### src/rtl/cavp_pkg.sv
// Shared types, constants and codes for the cascaded angle/velocity PID block.
// Used by every module under rtl/; depends on nothing.
package cavp_pkg;

    localparam int GAIN_FRAC_BITS = 8;
    localparam int VOLT_LIMIT     = 20000;
    localparam int SPEED_LIMIT    = 200;
    localparam int HALF_TURN      = 4096;

    localparam int NUM_REGS    = 8;
    localparam int CFG_INDEX_W = 4;
    localparam int CFG_DATA_W  = 16;

    localparam int ANGLE_W   = 32;
    localparam int RAW_W     = 13;
    localparam int TURN_W    = ANGLE_W - RAW_W;
    localparam int SPEED_W   = 16;
    localparam int ERR_W     = 33;
    localparam int DIFF_W    = 34;
    localparam int OINTEG_W  = 48;
    localparam int IERR_W    = 18;
    localparam int IINTEG_W  = 40;
    localparam int OPND_W    = 48;
    localparam int CHUNK_W   = 24;
    localparam int MUL_A_W   = CFG_DATA_W + 1;
    localparam int MUL_B_W   = OPND_W - CHUNK_W + 1;
    localparam int MUL_P_W   = MUL_A_W + MUL_B_W;
    localparam int SUM_W     = 64;
    localparam int VOLT_W    = 16;

    localparam int MAC_STEPS  = 6;
    localparam int MAC_STEP_W = $clog2(MAC_STEPS);

    localparam logic signed [SUM_W-1:0] TERM_CEIL  = 64'sh2000_0000_0000_0000;
    localparam logic signed [SUM_W-1:0] TERM_FLOOR = -64'sh2000_0000_0000_0000;
    localparam logic [SUM_W-1:0] ROUND_HALF = 64'd1 << (GAIN_FRAC_BITS - 1);
    localparam logic [VOLT_W-1:0] VOLT_LIM  = VOLT_W'(VOLT_LIMIT);
    localparam logic [VOLT_W-1:0] SPEED_LIM = VOLT_W'(SPEED_LIMIT);

    localparam logic [CFG_DATA_W-1:0] OUTER_KP_RESET = 16'd3840;
    localparam logic [CFG_DATA_W-1:0] OUTER_KI_RESET = 16'd64;
    localparam logic [CFG_DATA_W-1:0] OUTER_KD_RESET = 16'd0;
    localparam logic [CFG_DATA_W-1:0] INNER_KP_RESET = 16'd3840;
    localparam logic [CFG_DATA_W-1:0] INNER_KI_RESET = 16'd64;
    localparam logic [CFG_DATA_W-1:0] INNER_KD_RESET = 16'd0;
    localparam logic [CFG_DATA_W-1:0] DEAD_ENTER_RESET = 16'd500;
    localparam logic [CFG_DATA_W-1:0] DEAD_EXIT_RESET  = 16'd600;

    typedef enum logic [2:0] {
        REG_OUTER_KP,
        REG_OUTER_KI,
        REG_OUTER_KD,
        REG_INNER_KP,
        REG_INNER_KI,
        REG_INNER_KD,
        REG_DEAD_ENTER,
        REG_DEAD_EXIT
    } cfg_reg_t;

    typedef enum logic [1:0] {
        TERM_PROP,
        TERM_INTEG,
        TERM_DERIV
    } mac_term_t;

    typedef enum logic [3:0] {
        ST_IDLE,
        ST_HOLD,
        ST_OMAC,
        ST_ODRAIN,
        ST_ORND1,
        ST_ORND2,
        ST_IERR,
        ST_IUPD,
        ST_IMAC,
        ST_IDRAIN,
        ST_IRND1,
        ST_IRND2,
        ST_OUT
    } state_t;

    typedef struct packed {
        logic                      mode;
        logic [RAW_W-1:0]          enc_angle;
        logic signed [SPEED_W-1:0] measured_speed;
        logic signed [ANGLE_W-1:0] target_angle;
    } item_t;

    typedef struct packed {
        logic signed [VOLT_W-1:0]  drive_voltage;
        logic                      holding;
        logic signed [ANGLE_W-1:0] unwrapped_angle;
    } result_t;

    typedef struct packed {
        logic [CFG_DATA_W-1:0] outer_prop_gain;
        logic [CFG_DATA_W-1:0] outer_integ_gain;
        logic [CFG_DATA_W-1:0] outer_deriv_gain;
        logic [CFG_DATA_W-1:0] inner_prop_gain;
        logic [CFG_DATA_W-1:0] inner_integ_gain;
        logic [CFG_DATA_W-1:0] inner_deriv_gain;
        logic [CFG_DATA_W-1:0] dead_enter_ticks;
        logic [CFG_DATA_W-1:0] dead_exit_ticks;
    } cfg_t;

    typedef struct packed {
        logic      load_item;
        logic      hold_eval;
        logic      sum_clr;
        logic      mac_issue;
        logic      mac_inner;
        mac_term_t mac_term;
        logic      mac_hi;
        logic      rnd_first;
        logic      rnd_final;
        logic      rnd_inner;
        logic      inner_err;
        logic      inner_upd;
        logic      out_load;
    } cmd_t;

    typedef struct packed {
        logic hold_next;
        logic mac_busy;
        logic out_free;
    } status_t;

endpackage

### src/rtl/cavp_cfg.sv
// Configuration register file: gains and deadband thresholds.
// Depends on cavp_pkg.
module cavp_cfg (
    input  logic                                 clk,
    input  logic                                 rst_n,
    input  logic                                 cfg_wr_en,
    input  logic [cavp_pkg::CFG_INDEX_W-1:0]     cfg_index,
    input  logic [cavp_pkg::CFG_DATA_W-1:0]      cfg_data,
    output cavp_pkg::cfg_t                       cfg
);

    cavp_pkg::cfg_t cfg_reg;
    cavp_pkg::cfg_t cfg_next;

    always_comb
    begin
        cfg_next = cfg_reg;
        if (cfg_wr_en && (int'(cfg_index) < cavp_pkg::NUM_REGS))
        begin
            unique case (cavp_pkg::cfg_reg_t'(cfg_index[2:0]))
                cavp_pkg::REG_OUTER_KP:   cfg_next.outer_prop_gain  = cfg_data;
                cavp_pkg::REG_OUTER_KI:   cfg_next.outer_integ_gain = cfg_data;
                cavp_pkg::REG_OUTER_KD:   cfg_next.outer_deriv_gain = cfg_data;
                cavp_pkg::REG_INNER_KP:   cfg_next.inner_prop_gain  = cfg_data;
                cavp_pkg::REG_INNER_KI:   cfg_next.inner_integ_gain = cfg_data;
                cavp_pkg::REG_INNER_KD:   cfg_next.inner_deriv_gain = cfg_data;
                cavp_pkg::REG_DEAD_ENTER: cfg_next.dead_enter_ticks = cfg_data;
                cavp_pkg::REG_DEAD_EXIT:  cfg_next.dead_exit_ticks  = cfg_data;
                default:                  cfg_next = cfg_reg;
            endcase
        end
    end

    always_ff @(posedge clk or negedge rst_n)
    begin
        if (!rst_n)
        begin
            cfg_reg.outer_prop_gain  <= cavp_pkg::OUTER_KP_RESET;
            cfg_reg.outer_integ_gain <= cavp_pkg::OUTER_KI_RESET;
            cfg_reg.outer_deriv_gain <= cavp_pkg::OUTER_KD_RESET;
            cfg_reg.inner_prop_gain  <= cavp_pkg::INNER_KP_RESET;
            cfg_reg.inner_integ_gain <= cavp_pkg::INNER_KI_RESET;
            cfg_reg.inner_deriv_gain <= cavp_pkg::INNER_KD_RESET;
            cfg_reg.dead_enter_ticks <= cavp_pkg::DEAD_ENTER_RESET;
            cfg_reg.dead_exit_ticks  <= cavp_pkg::DEAD_EXIT_RESET;
        end
        else
        begin
            cfg_reg <= cfg_next;
        end
    end

    assign cfg = cfg_reg;

endmodule

### src/rtl/cavp_ctrl.sv
// Sequencer for the PID block: accepts items and steps the datapath.
// Depends on cavp_pkg; drives cavp_dp through cmd_t and reads status_t.
module cavp_ctrl (
    input  logic                clk,
    input  logic                rst_n,
    input  logic                item_valid,
    input  logic                item_mode,
    output logic                item_stall,
    input  cavp_pkg::status_t   status,
    output cavp_pkg::cmd_t      cmd
);

    cavp_pkg::state_t                    state_reg;
    cavp_pkg::state_t                    state_next;
    logic [cavp_pkg::MAC_STEP_W-1:0]     step_reg;
    logic [cavp_pkg::MAC_STEP_W-1:0]     step_next;
    logic                                step_last;

    assign step_last = (step_reg == cavp_pkg::MAC_STEP_W'(cavp_pkg::MAC_STEPS - 1));

    always_comb
    begin
        state_next   = state_reg;
        step_next    = step_reg;
        cmd          = '0;
        cmd.mac_term = cavp_pkg::mac_term_t'(step_reg[cavp_pkg::MAC_STEP_W-1:1]);
        cmd.mac_hi   = step_reg[0];
        item_stall   = 1'b1;
        unique case (state_reg)
            cavp_pkg::ST_IDLE:
            begin
                item_stall = 1'b0;
                if (item_valid)
                begin
                    cmd.load_item = 1'b1;
                    if (item_mode)
                        state_next = cavp_pkg::ST_HOLD;
                end
            end
            cavp_pkg::ST_HOLD:
            begin
                cmd.hold_eval = 1'b1;
                cmd.sum_clr   = 1'b1;
                step_next     = '0;
                state_next    = status.hold_next ? cavp_pkg::ST_OUT : cavp_pkg::ST_OMAC;
            end
            cavp_pkg::ST_OMAC:
            begin
                cmd.mac_issue = 1'b1;
                step_next     = step_last ? '0 : step_reg + 1'b1;
                if (step_last)
                    state_next = cavp_pkg::ST_ODRAIN;
            end
            cavp_pkg::ST_ODRAIN:
            begin
                if (!status.mac_busy)
                    state_next = cavp_pkg::ST_ORND1;
            end
            cavp_pkg::ST_ORND1:
            begin
                cmd.rnd_first = 1'b1;
                state_next    = cavp_pkg::ST_ORND2;
            end
            cavp_pkg::ST_ORND2:
            begin
                cmd.rnd_final = 1'b1;
                state_next    = cavp_pkg::ST_IERR;
            end
            cavp_pkg::ST_IERR:
            begin
                cmd.inner_err = 1'b1;
                state_next    = cavp_pkg::ST_IUPD;
            end
            cavp_pkg::ST_IUPD:
            begin
                cmd.inner_upd = 1'b1;
                cmd.sum_clr   = 1'b1;
                step_next     = '0;
                state_next    = cavp_pkg::ST_IMAC;
            end
            cavp_pkg::ST_IMAC:
            begin
                cmd.mac_issue = 1'b1;
                cmd.mac_inner = 1'b1;
                step_next     = step_last ? '0 : step_reg + 1'b1;
                if (step_last)
                    state_next = cavp_pkg::ST_IDRAIN;
            end
            cavp_pkg::ST_IDRAIN:
            begin
                if (!status.mac_busy)
                    state_next = cavp_pkg::ST_IRND1;
            end
            cavp_pkg::ST_IRND1:
            begin
                cmd.rnd_first = 1'b1;
                state_next    = cavp_pkg::ST_IRND2;
            end
            cavp_pkg::ST_IRND2:
            begin
                cmd.rnd_final = 1'b1;
                cmd.rnd_inner = 1'b1;
                state_next    = cavp_pkg::ST_OUT;
            end
            cavp_pkg::ST_OUT:
            begin
                if (status.out_free)
                begin
                    cmd.out_load = 1'b1;
                    state_next   = cavp_pkg::ST_IDLE;
                end
            end
            default:
            begin
                state_next = cavp_pkg::ST_IDLE;
            end
        endcase
    end

    always_ff @(posedge clk or negedge rst_n)
    begin
        if (!rst_n)
        begin
            state_reg <= cavp_pkg::ST_IDLE;
            step_reg  <= '0;
        end
        else
        begin
            state_reg <= state_next;
            step_reg  <= step_next;
        end
    end

endmodule

### src/rtl/cavp_dp.sv
// Datapath: angle unwrap, loop state, shared multiply-accumulate, rounding,
// result register. Depends on cavp_pkg; commanded by cavp_ctrl.
module cavp_dp (
    input  logic                 clk,
    input  logic                 rst_n,
    input  cavp_pkg::item_t      item_data,
    input  cavp_pkg::cfg_t       cfg,
    input  cavp_pkg::cmd_t       cmd,
    output cavp_pkg::status_t    status,
    output logic                 result_valid,
    input  logic                 result_stall,
    output cavp_pkg::result_t    result_data
);

    // loop state
    logic signed [cavp_pkg::TURN_W-1:0]   turn_reg, turn_next;
    logic [cavp_pkg::RAW_W-1:0]           last_raw_reg, last_raw_next;
    logic                                 have_raw_reg, have_raw_next;
    logic signed [cavp_pkg::SPEED_W-1:0]  speed_reg, speed_next;
    logic                                 hold_reg, hold_next;
    logic signed [cavp_pkg::OINTEG_W-1:0] ointeg_reg, ointeg_next;
    logic signed [cavp_pkg::ERR_W-1:0]    olast_reg, olast_next;
    logic signed [cavp_pkg::IINTEG_W-1:0] iinteg_reg, iinteg_next;
    logic signed [cavp_pkg::IERR_W-1:0]   ilast_reg, ilast_next;

    // working registers
    logic signed [cavp_pkg::ERR_W-1:0]    err_reg, err_next;
    logic signed [cavp_pkg::DIFF_W-1:0]   diff_reg, diff_next;
    logic signed [cavp_pkg::MUL_P_W-1:0]  prod_reg, prod_next;
    logic                                 pv_reg, pv_next;
    logic                                 phi_reg, phi_next;
    logic                                 tdone_reg, tdone_next;
    logic signed [cavp_pkg::SUM_W-1:0]    term_reg, term_next;
    logic signed [cavp_pkg::SUM_W-1:0]    sum_reg, sum_next;
    logic [cavp_pkg::SUM_W-1:0]           rmag_reg, rmag_next;
    logic                                 rsign_reg, rsign_next;
    logic signed [cavp_pkg::VOLT_W-1:0]   rnd_reg, rnd_next;
    logic                                 res_valid_reg, res_valid_next;
    cavp_pkg::result_t                    res_reg, res_next;

    logic signed [cavp_pkg::ANGLE_W-1:0]  angle;
    logic signed [cavp_pkg::RAW_W:0]      raw_diff;
    logic [cavp_pkg::ERR_W-1:0]           err_mag;
    logic                                 hold_eval_next;
    logic signed [cavp_pkg::OINTEG_W:0]   osum;
    logic signed [cavp_pkg::IINTEG_W:0]   isum;
    logic signed [cavp_pkg::OPND_W-1:0]   opnd;
    logic [cavp_pkg::CFG_DATA_W-1:0]      gain;
    logic signed [cavp_pkg::MUL_A_W-1:0]  mul_a;
    logic signed [cavp_pkg::MUL_B_W-1:0]  mul_b;
    logic signed [cavp_pkg::SUM_W-1:0]    prod_ext;
    logic signed [cavp_pkg::SUM_W-1:0]    term_clip;
    logic [cavp_pkg::VOLT_W-1:0]          rnd_lim;
    logic [cavp_pkg::VOLT_W-1:0]          rnd_clip;
    logic signed [cavp_pkg::ERR_W-1:0]    ierr_full;

    assign angle    = {turn_reg, last_raw_reg};
    assign raw_diff = $signed({1'b0, item_data.enc_angle}) - $signed({1'b0, last_raw_reg});
    assign err_mag  = err_reg[cavp_pkg::ERR_W-1] ? cavp_pkg::ERR_W'(-err_reg)
                                                 : cavp_pkg::ERR_W'(err_reg);

    assign hold_eval_next = hold_reg
        ? !(err_mag > {{(cavp_pkg::ERR_W-cavp_pkg::CFG_DATA_W){1'b0}}, cfg.dead_exit_ticks})
        :  (err_mag < {{(cavp_pkg::ERR_W-cavp_pkg::CFG_DATA_W){1'b0}}, cfg.dead_enter_ticks});

    assign osum = {ointeg_reg[cavp_pkg::OINTEG_W-1], ointeg_reg}
                + {{(cavp_pkg::OINTEG_W+1-cavp_pkg::ERR_W){err_reg[cavp_pkg::ERR_W-1]}},
                   err_reg};
    assign isum = {iinteg_reg[cavp_pkg::IINTEG_W-1], iinteg_reg}
                + {{(cavp_pkg::IINTEG_W+1-cavp_pkg::IERR_W){err_reg[cavp_pkg::IERR_W-1]}},
                   err_reg[cavp_pkg::IERR_W-1:0]};

    assign ierr_full = {{(cavp_pkg::ERR_W-cavp_pkg::VOLT_W){rnd_reg[cavp_pkg::VOLT_W-1]}},
                        rnd_reg}
                     - {{(cavp_pkg::ERR_W-cavp_pkg::SPEED_W){speed_reg[cavp_pkg::SPEED_W-1]}},
                        speed_reg};

    // operand and gain select for the shared multiplier
    always_comb
    begin
        case (cmd.mac_term)
            cavp_pkg::TERM_PROP:
            begin
                opnd = {{(cavp_pkg::OPND_W-cavp_pkg::ERR_W){err_reg[cavp_pkg::ERR_W-1]}},
                        err_reg};
                gain = cmd.mac_inner ? cfg.inner_prop_gain : cfg.outer_prop_gain;
            end
            cavp_pkg::TERM_INTEG:
            begin
                opnd = cmd.mac_inner
                     ? {{(cavp_pkg::OPND_W-cavp_pkg::IINTEG_W){iinteg_reg[cavp_pkg::IINTEG_W-1]}},
                        iinteg_reg}
                     : ointeg_reg;
                gain = cmd.mac_inner ? cfg.inner_integ_gain : cfg.outer_integ_gain;
            end
            cavp_pkg::TERM_DERIV:
            begin
                opnd = {{(cavp_pkg::OPND_W-cavp_pkg::DIFF_W){diff_reg[cavp_pkg::DIFF_W-1]}},
                        diff_reg};
                gain = cmd.mac_inner ? cfg.inner_deriv_gain : cfg.outer_deriv_gain;
            end
            default:
            begin
                opnd = '0;
                gain = '0;
            end
        endcase
    end

    assign mul_a = {1'b0, gain};
    assign mul_b = cmd.mac_hi
                 ? {opnd[cavp_pkg::OPND_W-1], opnd[cavp_pkg::OPND_W-1:cavp_pkg::CHUNK_W]}
                 : {{(cavp_pkg::MUL_B_W-cavp_pkg::CHUNK_W){1'b0}},
                    opnd[cavp_pkg::CHUNK_W-1:0]};
    assign prod_next = mul_a * mul_b;

    assign prod_ext = {{(cavp_pkg::SUM_W-cavp_pkg::MUL_P_W){prod_reg[cavp_pkg::MUL_P_W-1]}},
                       prod_reg};

    assign term_clip = (term_reg > cavp_pkg::TERM_CEIL)  ? cavp_pkg::TERM_CEIL  :
                       (term_reg < cavp_pkg::TERM_FLOOR) ? cavp_pkg::TERM_FLOOR : term_reg;

    assign rnd_lim  = cmd.rnd_inner ? cavp_pkg::VOLT_LIM : cavp_pkg::SPEED_LIM;
    assign rnd_clip = (rmag_reg > {{(cavp_pkg::SUM_W-cavp_pkg::VOLT_W){1'b0}}, rnd_lim})
                    ? rnd_lim : rmag_reg[cavp_pkg::VOLT_W-1:0];

    always_comb
    begin
        turn_next      = turn_reg;
        last_raw_next  = last_raw_reg;
        have_raw_next  = have_raw_reg;
        speed_next     = speed_reg;
        hold_next      = hold_reg;
        ointeg_next    = ointeg_reg;
        olast_next     = olast_reg;
        iinteg_next    = iinteg_reg;
        ilast_next     = ilast_reg;
        err_next       = err_reg;
        diff_next      = diff_reg;
        pv_next        = cmd.mac_issue;
        phi_next       = cmd.mac_hi;
        tdone_next     = pv_reg && phi_reg;
        term_next      = term_reg;
        sum_next       = sum_reg;
        rmag_next      = rmag_reg;
        rsign_next     = rsign_reg;
        rnd_next       = rnd_reg;
        res_next       = res_reg;
        res_valid_next = res_valid_reg && result_stall;

        if (cmd.load_item)
        begin
            if (item_data.mode)
            begin
                err_next = {item_data.target_angle[cavp_pkg::ANGLE_W-1],
                            item_data.target_angle}
                         - {angle[cavp_pkg::ANGLE_W-1], angle};
            end
            else
            begin
                if (!have_raw_reg)
                    turn_next = '0;
                else if (raw_diff > $signed((cavp_pkg::RAW_W+1)'(cavp_pkg::HALF_TURN)))
                    turn_next = turn_reg - 1'b1;
                else if (raw_diff < -$signed((cavp_pkg::RAW_W+1)'(cavp_pkg::HALF_TURN)))
                    turn_next = turn_reg + 1'b1;
                have_raw_next = 1'b1;
                last_raw_next = item_data.enc_angle;
                speed_next    = item_data.measured_speed;
            end
        end

        if (cmd.hold_eval)
        begin
            hold_next  = hold_eval_next;
            olast_next = err_reg;
            if (hold_eval_next)
            begin
                ointeg_next = '0;
                iinteg_next = '0;
                ilast_next  = '0;
            end
            else
            begin
                if (osum[cavp_pkg::OINTEG_W] != osum[cavp_pkg::OINTEG_W-1])
                    ointeg_next = {osum[cavp_pkg::OINTEG_W],
                                   {(cavp_pkg::OINTEG_W-1){~osum[cavp_pkg::OINTEG_W]}}};
                else
                    ointeg_next = osum[cavp_pkg::OINTEG_W-1:0];
                diff_next = {err_reg[cavp_pkg::ERR_W-1], err_reg}
                          - {olast_reg[cavp_pkg::ERR_W-1], olast_reg};
            end
        end

        if (cmd.inner_err)
            err_next = ierr_full;

        if (cmd.inner_upd)
        begin
            if (isum[cavp_pkg::IINTEG_W] != isum[cavp_pkg::IINTEG_W-1])
                iinteg_next = {isum[cavp_pkg::IINTEG_W],
                               {(cavp_pkg::IINTEG_W-1){~isum[cavp_pkg::IINTEG_W]}}};
            else
                iinteg_next = isum[cavp_pkg::IINTEG_W-1:0];
            diff_next = {{(cavp_pkg::DIFF_W-cavp_pkg::IERR_W){err_reg[cavp_pkg::IERR_W-1]}},
                         err_reg[cavp_pkg::IERR_W-1:0]}
                      - {{(cavp_pkg::DIFF_W-cavp_pkg::IERR_W){ilast_reg[cavp_pkg::IERR_W-1]}},
                         ilast_reg};
            ilast_next = err_reg[cavp_pkg::IERR_W-1:0];
        end

        // term assembly: low chunk loads, high chunk adds shifted
        if (pv_reg)
        begin
            if (phi_reg)
                term_next = term_reg + (prod_ext <<< cavp_pkg::CHUNK_W);
            else
                term_next = prod_ext;
        end

        if (cmd.sum_clr)
            sum_next = '0;
        else if (tdone_reg)
            sum_next = sum_reg + term_clip;

        if (cmd.rnd_first)
        begin
            rsign_next = sum_reg[cavp_pkg::SUM_W-1];
            if (sum_reg[cavp_pkg::SUM_W-1])
                rmag_next = (cavp_pkg::ROUND_HALF - cavp_pkg::SUM_W'(sum_reg))
                            >> cavp_pkg::GAIN_FRAC_BITS;
            else
                rmag_next = (cavp_pkg::SUM_W'(sum_reg) + cavp_pkg::ROUND_HALF)
                            >> cavp_pkg::GAIN_FRAC_BITS;
        end

        if (cmd.rnd_final)
            rnd_next = rsign_reg ? -$signed(rnd_clip) : $signed(rnd_clip);

        if (cmd.out_load)
        begin
            res_valid_next           = 1'b1;
            res_next.drive_voltage   = hold_reg ? '0 : rnd_reg;
            res_next.holding         = hold_reg;
            res_next.unwrapped_angle = angle;
        end
    end

    always_ff @(posedge clk or negedge rst_n)
    begin
        if (!rst_n)
        begin
            turn_reg      <= '0;
            last_raw_reg  <= '0;
            have_raw_reg  <= 1'b0;
            speed_reg     <= '0;
            hold_reg      <= 1'b0;
            ointeg_reg    <= '0;
            olast_reg     <= '0;
            iinteg_reg    <= '0;
            ilast_reg     <= '0;
            pv_reg        <= 1'b0;
            phi_reg       <= 1'b0;
            tdone_reg     <= 1'b0;
            res_valid_reg <= 1'b0;
        end
        else
        begin
            turn_reg      <= turn_next;
            last_raw_reg  <= last_raw_next;
            have_raw_reg  <= have_raw_next;
            speed_reg     <= speed_next;
            hold_reg      <= hold_next;
            ointeg_reg    <= ointeg_next;
            olast_reg     <= olast_next;
            iinteg_reg    <= iinteg_next;
            ilast_reg     <= ilast_next;
            pv_reg        <= pv_next;
            phi_reg       <= phi_next;
            tdone_reg     <= tdone_next;
            res_valid_reg <= res_valid_next;
        end
    end

    always_ff @(posedge clk)
    begin
        err_reg   <= err_next;
        diff_reg  <= diff_next;
        prod_reg  <= prod_next;
        term_reg  <= term_next;
        sum_reg   <= sum_next;
        rmag_reg  <= rmag_next;
        rsign_reg <= rsign_next;
        rnd_reg   <= rnd_next;
        res_reg   <= res_next;
    end

    assign status.hold_next = hold_eval_next;
    assign status.mac_busy  = pv_reg || tdone_reg;
    assign status.out_free  = !res_valid_reg || !result_stall;

    assign result_valid = res_valid_reg;
    assign result_data  = res_reg;

endmodule

### src/rtl/cascaded_angle_velocity_pid.sv
// Cascaded angle/speed PID controller, top level.
// Depends on cavp_pkg, cavp_cfg, cavp_ctrl and cavp_dp.
//
// Feedback beats (mode 0) unwrap the 13-bit encoder angle into a multi-turn
// count and store the measured speed; they give no result. Control ticks
// (mode 1) run the angle loop then the speed loop, or skip both when the
// tick holds position, and give one result beat. The loops share a single
// 17x25 signed multiplier that makes two passes for each of the six gain
// products, feeding a three-stage multiply, assemble and accumulate pipeline.
// A result waits in an output register; a tick that finishes while it is
// still stalled holds until it is taken. Items are taken one at a time.
module cascaded_angle_velocity_pid (
    input  logic                               clk,
    input  logic                               rst_n,
    input  logic                               cfg_wr_en,
    input  logic [cavp_pkg::CFG_INDEX_W-1:0]   cfg_index,
    input  logic [cavp_pkg::CFG_DATA_W-1:0]    cfg_data,
    input  logic                               item_valid,
    output logic                               item_stall,
    input  cavp_pkg::item_t                    item_data,
    output logic                               result_valid,
    input  logic                               result_stall,
    output cavp_pkg::result_t                  result_data
);

    cavp_pkg::cfg_t    cfg;
    cavp_pkg::cmd_t    cmd;
    cavp_pkg::status_t status;

    cavp_cfg u_cfg (
        .clk       (clk),
        .rst_n     (rst_n),
        .cfg_wr_en (cfg_wr_en),
        .cfg_index (cfg_index),
        .cfg_data  (cfg_data),
        .cfg       (cfg)
    );

    cavp_ctrl u_ctrl (
        .clk        (clk),
        .rst_n      (rst_n),
        .item_valid (item_valid),
        .item_mode  (item_data.mode),
        .item_stall (item_stall),
        .status     (status),
        .cmd        (cmd)
    );

    cavp_dp u_dp (
        .clk          (clk),
        .rst_n        (rst_n),
        .item_data    (item_data),
        .cfg          (cfg),
        .cmd          (cmd),
        .status       (status),
        .result_valid (result_valid),
        .result_stall (result_stall),
        .result_data  (result_data)
    );

endmodule
### config.mk
export PLATFORM = sky130hd
export DESIGN_NAME = cascaded_angle_velocity_pid
export DESIGN_NICKNAME = d
export VERILOG_FILES = /design/src/rtl/cavp_pkg.sv /design/src/rtl/cavp_cfg.sv /design/src/rtl/cavp_ctrl.sv /design/src/rtl/cavp_dp.sv /design/src/rtl/cascaded_angle_velocity_pid.sv
export SDC_FILE = /design/constraint.sdc
export NUM_CORES = 2
export LEC_CHECK = 0
export BUFFER_PORTS_ARGS = -buffer_cell sky130_fd_sc_hd__buf_4
export CAP_MARGIN = 20
export CORE_UTILIZATION = 35
export CTS_BUF_LIST = sky130_fd_sc_hd__clkbuf_16
export CTS_CLUSTER_SIZE = 14
export DETAILED_ROUTE_END_ITERATION = 8
export PLACE_DENSITY_LB_ADDON = 0.15
export REMOVE_ABC_BUFFERS = 1
export SETUP_SLACK_MARGIN = 0.15
export SLEW_MARGIN = 0
export SYNTH_ARGS = -nofsm -noshare
export SYNTH_HDL_FRONTEND = slang
export SYNTH_SLANG_ARGS = --single-unit
### constraint.sdc
create_clock -name clk -period 12.93 [get_ports clk]
set_input_delay 2.586 -clock clk [delete_from_list [all_inputs] [get_ports clk]]
set_output_delay 2.586 -clock clk [all_outputs]
set_load 0.02 [all_outputs]
Word-level counts from Yosys, hierarchy flattened
Index checks and enable logic that the tools add are counted.

operators by class
  $add $sub $neg = 16
  multiply operators = 1
  $lt $le $gt $ge = 8
  equality and inequality tests = 33
  mux-type cells = 60
  bitwise logic cells = 3
  reductions and logical operators = 34

operator list
  cell                   count
  $mux 64                3
  $mux 40                4
  $mux 48                3
  $pmux 48 s3            1
  $mux 33                4
  $add 64x64->64         2
  $mux 34                3
  $mux 16                5
  $add 64x8->64 const B  1
  $gt 64x16->1           1
  $gt 64x63->1 const B   1
  $lt 64x62->1 const B   1
  $sub 8x64->64 const A  1
  $mux 19                3
  $mux 56                1
  $mux 18                3
  $pmux 4 s13            1
  $add 48x33->49         1
  $pmux 16 s3            1
  $mul 17x25->42         1
  $add 40x18->41         1
  $sub 33x33->34         1
  $gt 33x16->1           1
  $lt 33x16->1           1
  43 further kinds       110

storage, ports and cells
  register bits = 695
  bits of input ports = 87
  output and inout bits = 51
  word-level logic and storage cells = 189

Longest topological paths before layout
  depth in word-level cells = 8
  gate-level depth with buffers = 34
  depth with buffers taken out = 32

Modules after synthesis
A second synthesis with hierarchy kept.

unflattened totals
  cells, all modules = 6760
  area, all modules = 61520.3 µm²

by module, submodules not included
  module     times used  cells each  area each (µm²)  sequential area each (µm²)
  cavp_dp    1           6405        55964.9          14549.0
  cavp_cfg   1           280         4919.7           3228.1
  cavp_ctrl  1           75          635.6            175.2

Least setup slack after synthesis
Ideal clock, no wire load.

  path kind = register to register
  start = register u_ctrl.state_reg[2]
  end = register u_dp.prod_reg[41] (netlist name)
  library setup time = 0.120 ns
  data arrival time = 8.562 ns
  required time = 12.810 ns
  path slack = 4.248 ns
  cell stages (with the launch flop) = 30
  period minus slack after synthesis = 8.682 ns
  cells stage by stage = dfrtp_1 nand2b_1 nor3_1 clkbuf_1 nand2_1 a31oi_1 nor2_1 a211oi_1 nand2_1 fa_1 fa_1 inv_1 fa_1 fa_1 fa_1 inv_1 fa_1 inv_1 ha_1 a2111oi_0 o21ai_0 a22o_1 a31o_2 a41o_1 o311a_1 o221a_2 a311oi_2 o21ai_0 a21oi_1 xnor2_1

between the ends
  longest elaborated chain between the ends = 6

ends and longest elaborated chain
  element                      RTL line          text
  start: declaration           cavp_ctrl.sv:13   cavp_pkg::state_t state_reg;
  start signal: assignment     cavp_ctrl.sv:124  state_reg <= cavp_pkg::ST_IDLE;
  start signal: assignment     cavp_ctrl.sv:129  state_reg <= state_next;
  $eq 4x4->1 (*)               cavp_ctrl.sv:29   unique case (state_reg)
  $mux 1 (*)                   cavp_ctrl.sv:29
  $mux 48                      cavp_dp.sv:91     ? {{(cavp_pkg::OPND_W-cavp_pkg::IINTEG_W){iinteg_reg[cavp_pkg::IINTEG_W-1]}},
  $pmux 48 s3                  cavp_dp.sv:81     case (cmd.mac_term)
  $mux 25                      cavp_dp.sv:112    ? {opnd[cavp_pkg::OPND_W-1], opnd[cavp_pkg::OPND_W-1:cavp_pkg::CHUNK_W]}
  $mul 17x25->42 (*)           cavp_dp.sv:115    assign prod_next = mul_a * mul_b;
  net u_dp.prod_next, one bit  cavp_dp.sv:29     logic signed [cavp_pkg::MUL_P_W-1:0] prod_reg, prod_next;
  end signal: assignment       cavp_dp.sv:289    prod_reg <= prod_next;
  end: declaration             cavp_dp.sv:29

Mark *: on every way through the listed nets, which the timed path passes. The rest lies on a longest branch.
A chain may end at the register's enable or synchronous reset.

Worst setup path after layout
  start = register u_ctrl.step_reg[1] (netlist name)
  end = register u_dp.prod_reg[41] (netlist name)

between the ends
  longest elaborated chain between the ends = 4

ends and longest elaborated chain
  element                             RTL line          text
  start: declaration                  cavp_ctrl.sv:15   logic [cavp_pkg::MAC_STEP_W-1:0] step_reg;
  start signal: assignment            cavp_ctrl.sv:130  step_reg <= step_next;
  $eq 2x2->1 (tied with other cells)  cavp_dp.sv:81
  $pmux 48 s3                         cavp_dp.sv:81
  $mux 25                             cavp_dp.sv:112
  $mul 17x25->42 (*)                  cavp_dp.sv:115
  net u_dp.prod_next, one bit         cavp_dp.sv:29

Marked as above.

==> flow_metrics.env <==
export IMPL_muxShareOfSynthArea_pct=5.190
export IMPL_slew_headroom_pct=25.73
export IMPL_cts_num_sinks=687
export IMPL_grt_setup_unrepaired="no"
export IMPL_syn_inst=6675
export IMPL_die_height_um=421.3
export IMPL_grt_pass1_wl_um=304800
export IMPL_drt_initial_drc_count=3748
export IMPL_cts_buffers=87
export IMPL_area_delta_synth_final_pct=11.01
export IMPL_io_pins=138
export IMPL_post_drt_wl_per_cell_um=21.49
export IMPL_endpoint_kind="flip-flop"
export IMPL_tns_ns=0
export IMPL_cts_root_buf="clkbuf_16"
export IMPL_antenna_found_initial=9
export IMPL_die_w_um=421.3
export IMPL_final_hold_violation_count=0
export IMPL_crit_path_max_incr_delay_ns=0.97
export IMPL_grt_max_degree=126
export IMPL_synthArstFlopShare_pct=47.74
export IMPL_ys_types=97
export IMPL_critPathMostFrequentCell="fa_1"
export IMPL_synth_seq_cells=687
export IMPL_drc=0
export IMPL_ys_seq_area_share_pct=29.18
export IMPL_synth_edf_count=253
export IMPL_syn_avg_cell_area_um2=9.217
export IMPL_grt_use_total_pct=22.04
export IMPL_synth_compound_area_share_pct=16.47
export IMPL_cts_tree="done"
export IMPL_setup_viol=0
export IMPL_initial_core_util_pct=35.32
export IMPL_drtPass1Iterations=6
export IMPL_yosysWarnings=0
export IMPL_cts_buffer_depth=3
export IMPL_worst_ep_required_time_ns=13.51
export IMPL_critPathArrivalTime_ns=10.39
export IMPL_fmax_ghz=0.1019
export IMPL_clk_latency_ns=0.73
export IMPL_wl_um=196300
export IMPL_finalCriticalPeriod_ns=9.811
export IMPL_synth_xor_area_share_pct=5.353
export IMPL_holdBufCountCts=0
export IMPL_max_slew_worst_pin_slew_ns=1.114
export IMPL_cp_start_kind="flip-flop"
export IMPL_synth_top_flop_cell="dfrtp_1"
export IMPL_hpwl_um=150900
export IMPL_grt_overflow=0
export IMPL_r2r_slack_ns=3.12
export IMPL_rows=153
export IMPL_skew_ns=0.04674
export IMPL_fp_dieArea_um2=177500
export IMPL_fin_nets=7688
export IMPL_slowest_stage="o221ai_1"
export IMPL_period_share_pct=75.88
export IMPL_htreeDepth=3
export IMPL_drive_gt1_share_pct=9.828
export IMPL_cp_max_fo=38
export IMPL_antenna_violating_nets_post_route=0
export IMPL_outcome="completed"
export IMPL_min_path_type="reg -> reg"
export IMPL_io_buffers=137
export IMPL_place_congestion=0.8976
export IMPL_synth_top_family_by_area="adder cells"
export IMPL_post_cts_buffers=0
export IMPL_slew_viol_final=0
export IMPL_vias=49200
export IMPL_largest_reg_flops=128
export IMPL_grt_pass1_vias=49770
export IMPL_synthSimpleGateAreaFrac_pct=15.01
export IMPL_viasPerCell=5.385
export IMPL_core_um2=174200
export IMPL_synthAdderAreaFrac_pct=22.55
export IMPL_cap_violations=0
export IMPL_post_cts_resized=0
export IMPL_netlist_area_um2=61520
export IMPL_path_class="reg -> reg"
export IMPL_clkTransAtPathRegs_ns=0.06
[final cells by class]
type | instances | area [um^2]
Antenna cell | 4 | 10.01
Inverter | 729 | 2736
Tap cell | 2325 | 2909
Clock inverter | 72 | 566.8
Timing Repair Buffer | 247 | 1914
Fill cell | 17730 | 105900
Clock buffer | 91 | 2277
Multi-Input combinational cell | 4981 | 39920
Sequential cell | 687 | 17970
[logic make-up after synthesis]
family / Yosys count
flip-flops: 687
AND/OR/NAND/NOR: 1902
adder cells (fa/ha/maj): 868
buffers and inverters: 1007
AO/OA/AOI/OAI: 1537
multiplexers: 298
XOR/XNOR: 376
[cells in the mapped netlist, types with 18 or more instances]
cell      count  area (um^2)
a21oi_1     376         1882
inv_1       727         2729
o21a_1       59        442.9
dfrtp_1     308         7707
nand4_1      55        344.1
nand2b_1     58        362.9
mux2i_1     130         1301
or2_2        18        112.6
clkbuf_1    230        863.3
nor2_1      416         1562
o22ai_1      31        193.9
o21bai_1     46        345.3
o211ai_1     27        202.7
a211oi_1     58        435.4
a21boi_0     32        240.2
edfxtp_1    253         7597
a221o_1      87        870.8
or3_1        40        250.2
and2_1       95        594.3
dfxtp_1     106         2122
nor4_1       52        325.3
o31ai_1      34        255.2
nor2b_1     160         1001
fa_1        401         8028
ha_1        467         5843
or4_1        19        142.6
nand3_1     128        640.6
o21ai_0     345         1727
xor2_1      140         1226
a31oi_1      56        350.3
mux2_2      168         1892
and3_1       45        281.5
a21o_1      185         1389
dfstp_2      20        525.5
nand2_1     644         2417
xnor2_1     236         2067
nor3_1       81        405.4
nand3b_1     22        165.2
buf_1        25        93.84
[through the flow]
step | util, % | area [um^2] | setup WS (ns) | instances | hold slack, ns
5_1_grt | 39.20 | 68290 | 2.526 | 9135 | 0.4843
3_3_place_gp | 37.52 | 65370 | 3.202 | 8964 | 0.4527
4_1_cts | 39.19 | 68270 | 3.135 | 9131 | 0.4709
3_5_place_dp | 37.56 | 65430 | 3.213 | 8968 | 0.4576
6_report | 39.20 | 68300 | 3.119 | 9136 | 0.4669
2_1_floorplan | - | 60410 | 1.142 | 6397 | 0.4411
[final timing paths]
kind	startpoint	to	depth (start not counted)
max	u_ctrl.step_reg[1]	u_dp.prod_reg[41]	27
min	u_dp.last_raw_reg[11]	u_dp.result_data[11]	0
max reg2reg	u_ctrl.step_reg[1]	u_dp.prod_reg[41]	27
min reg2reg	u_dp.last_raw_reg[11]	u_dp.result_data[11]	0
max in group asynchronous	rst_n	u_dp.tdone_reg	3
min in group asynchronous	rst_n	u_dp.turn_reg[1]	1
[critical path, delay by kind of cell, from the launching register on]
kind                       cells  cell delay (ns)
and+or+nand+nor                3             1.30
DFF                            1             0.34
xor gates and xnor gates       1             0.08
buffers and inverters          5             0.95
AOI/OAI and AO/OA             11             3.56
adders and majority gates      7             3.42
[per-layer routing]
| metal | GRT usage (%) | share of wire, % |
|---|---|---|
| met5 | 0 | 0.0097 |
| met4 | 6.152 | 2.9 |
| met3 | 2.529 | 4.3 |
| met2 | 38.23 | 49 |
| met1 | 28.79 | 44 |
[cell usage in the layout, fill, tap and decap left out, drive strengths merged, types with 56 or more instances in the layout]
| master | synthesis | layout |
|---|---|---|
| inv | 728 | 758 |
| nand2 | 646 | 646 |
| ha | 467 | 467 |
| nor2 | 419 | 419 |
| fa | 401 | 401 |
| a21oi | 376 | 376 |
| o21ai | 355 | 355 |
| dfrtp | 308 | 308 |
| edfxtp | 253 | 253 |
| buf | 48 | 247 |
| xnor2 | 236 | 236 |
| a21o | 185 | 185 |
| mux2 | 168 | 168 |
| nor2b | 160 | 160 |
| xor2 | 140 | 140 |
| mux2i | 130 | 130 |
| nand3 | 128 | 128 |
| dfxtp | 106 | 106 |
| and2 | 96 | 96 |
| clkbuf | 230 | 91 |
| a221o | 87 | 87 |
| nor3 | 81 | 81 |
| o21a | 59 | 59 |
| nand2b | 59 | 59 |
| a211oi | 59 | 59 |
| nand4 | 57 | 57 |
| nor4 | 57 | 57 |
| a31oi | 56 | 56 |
Power is left out: the tool's default activity adds up to more than one toggle a clock period on the data nets, which glitch-free logic cannot reach.
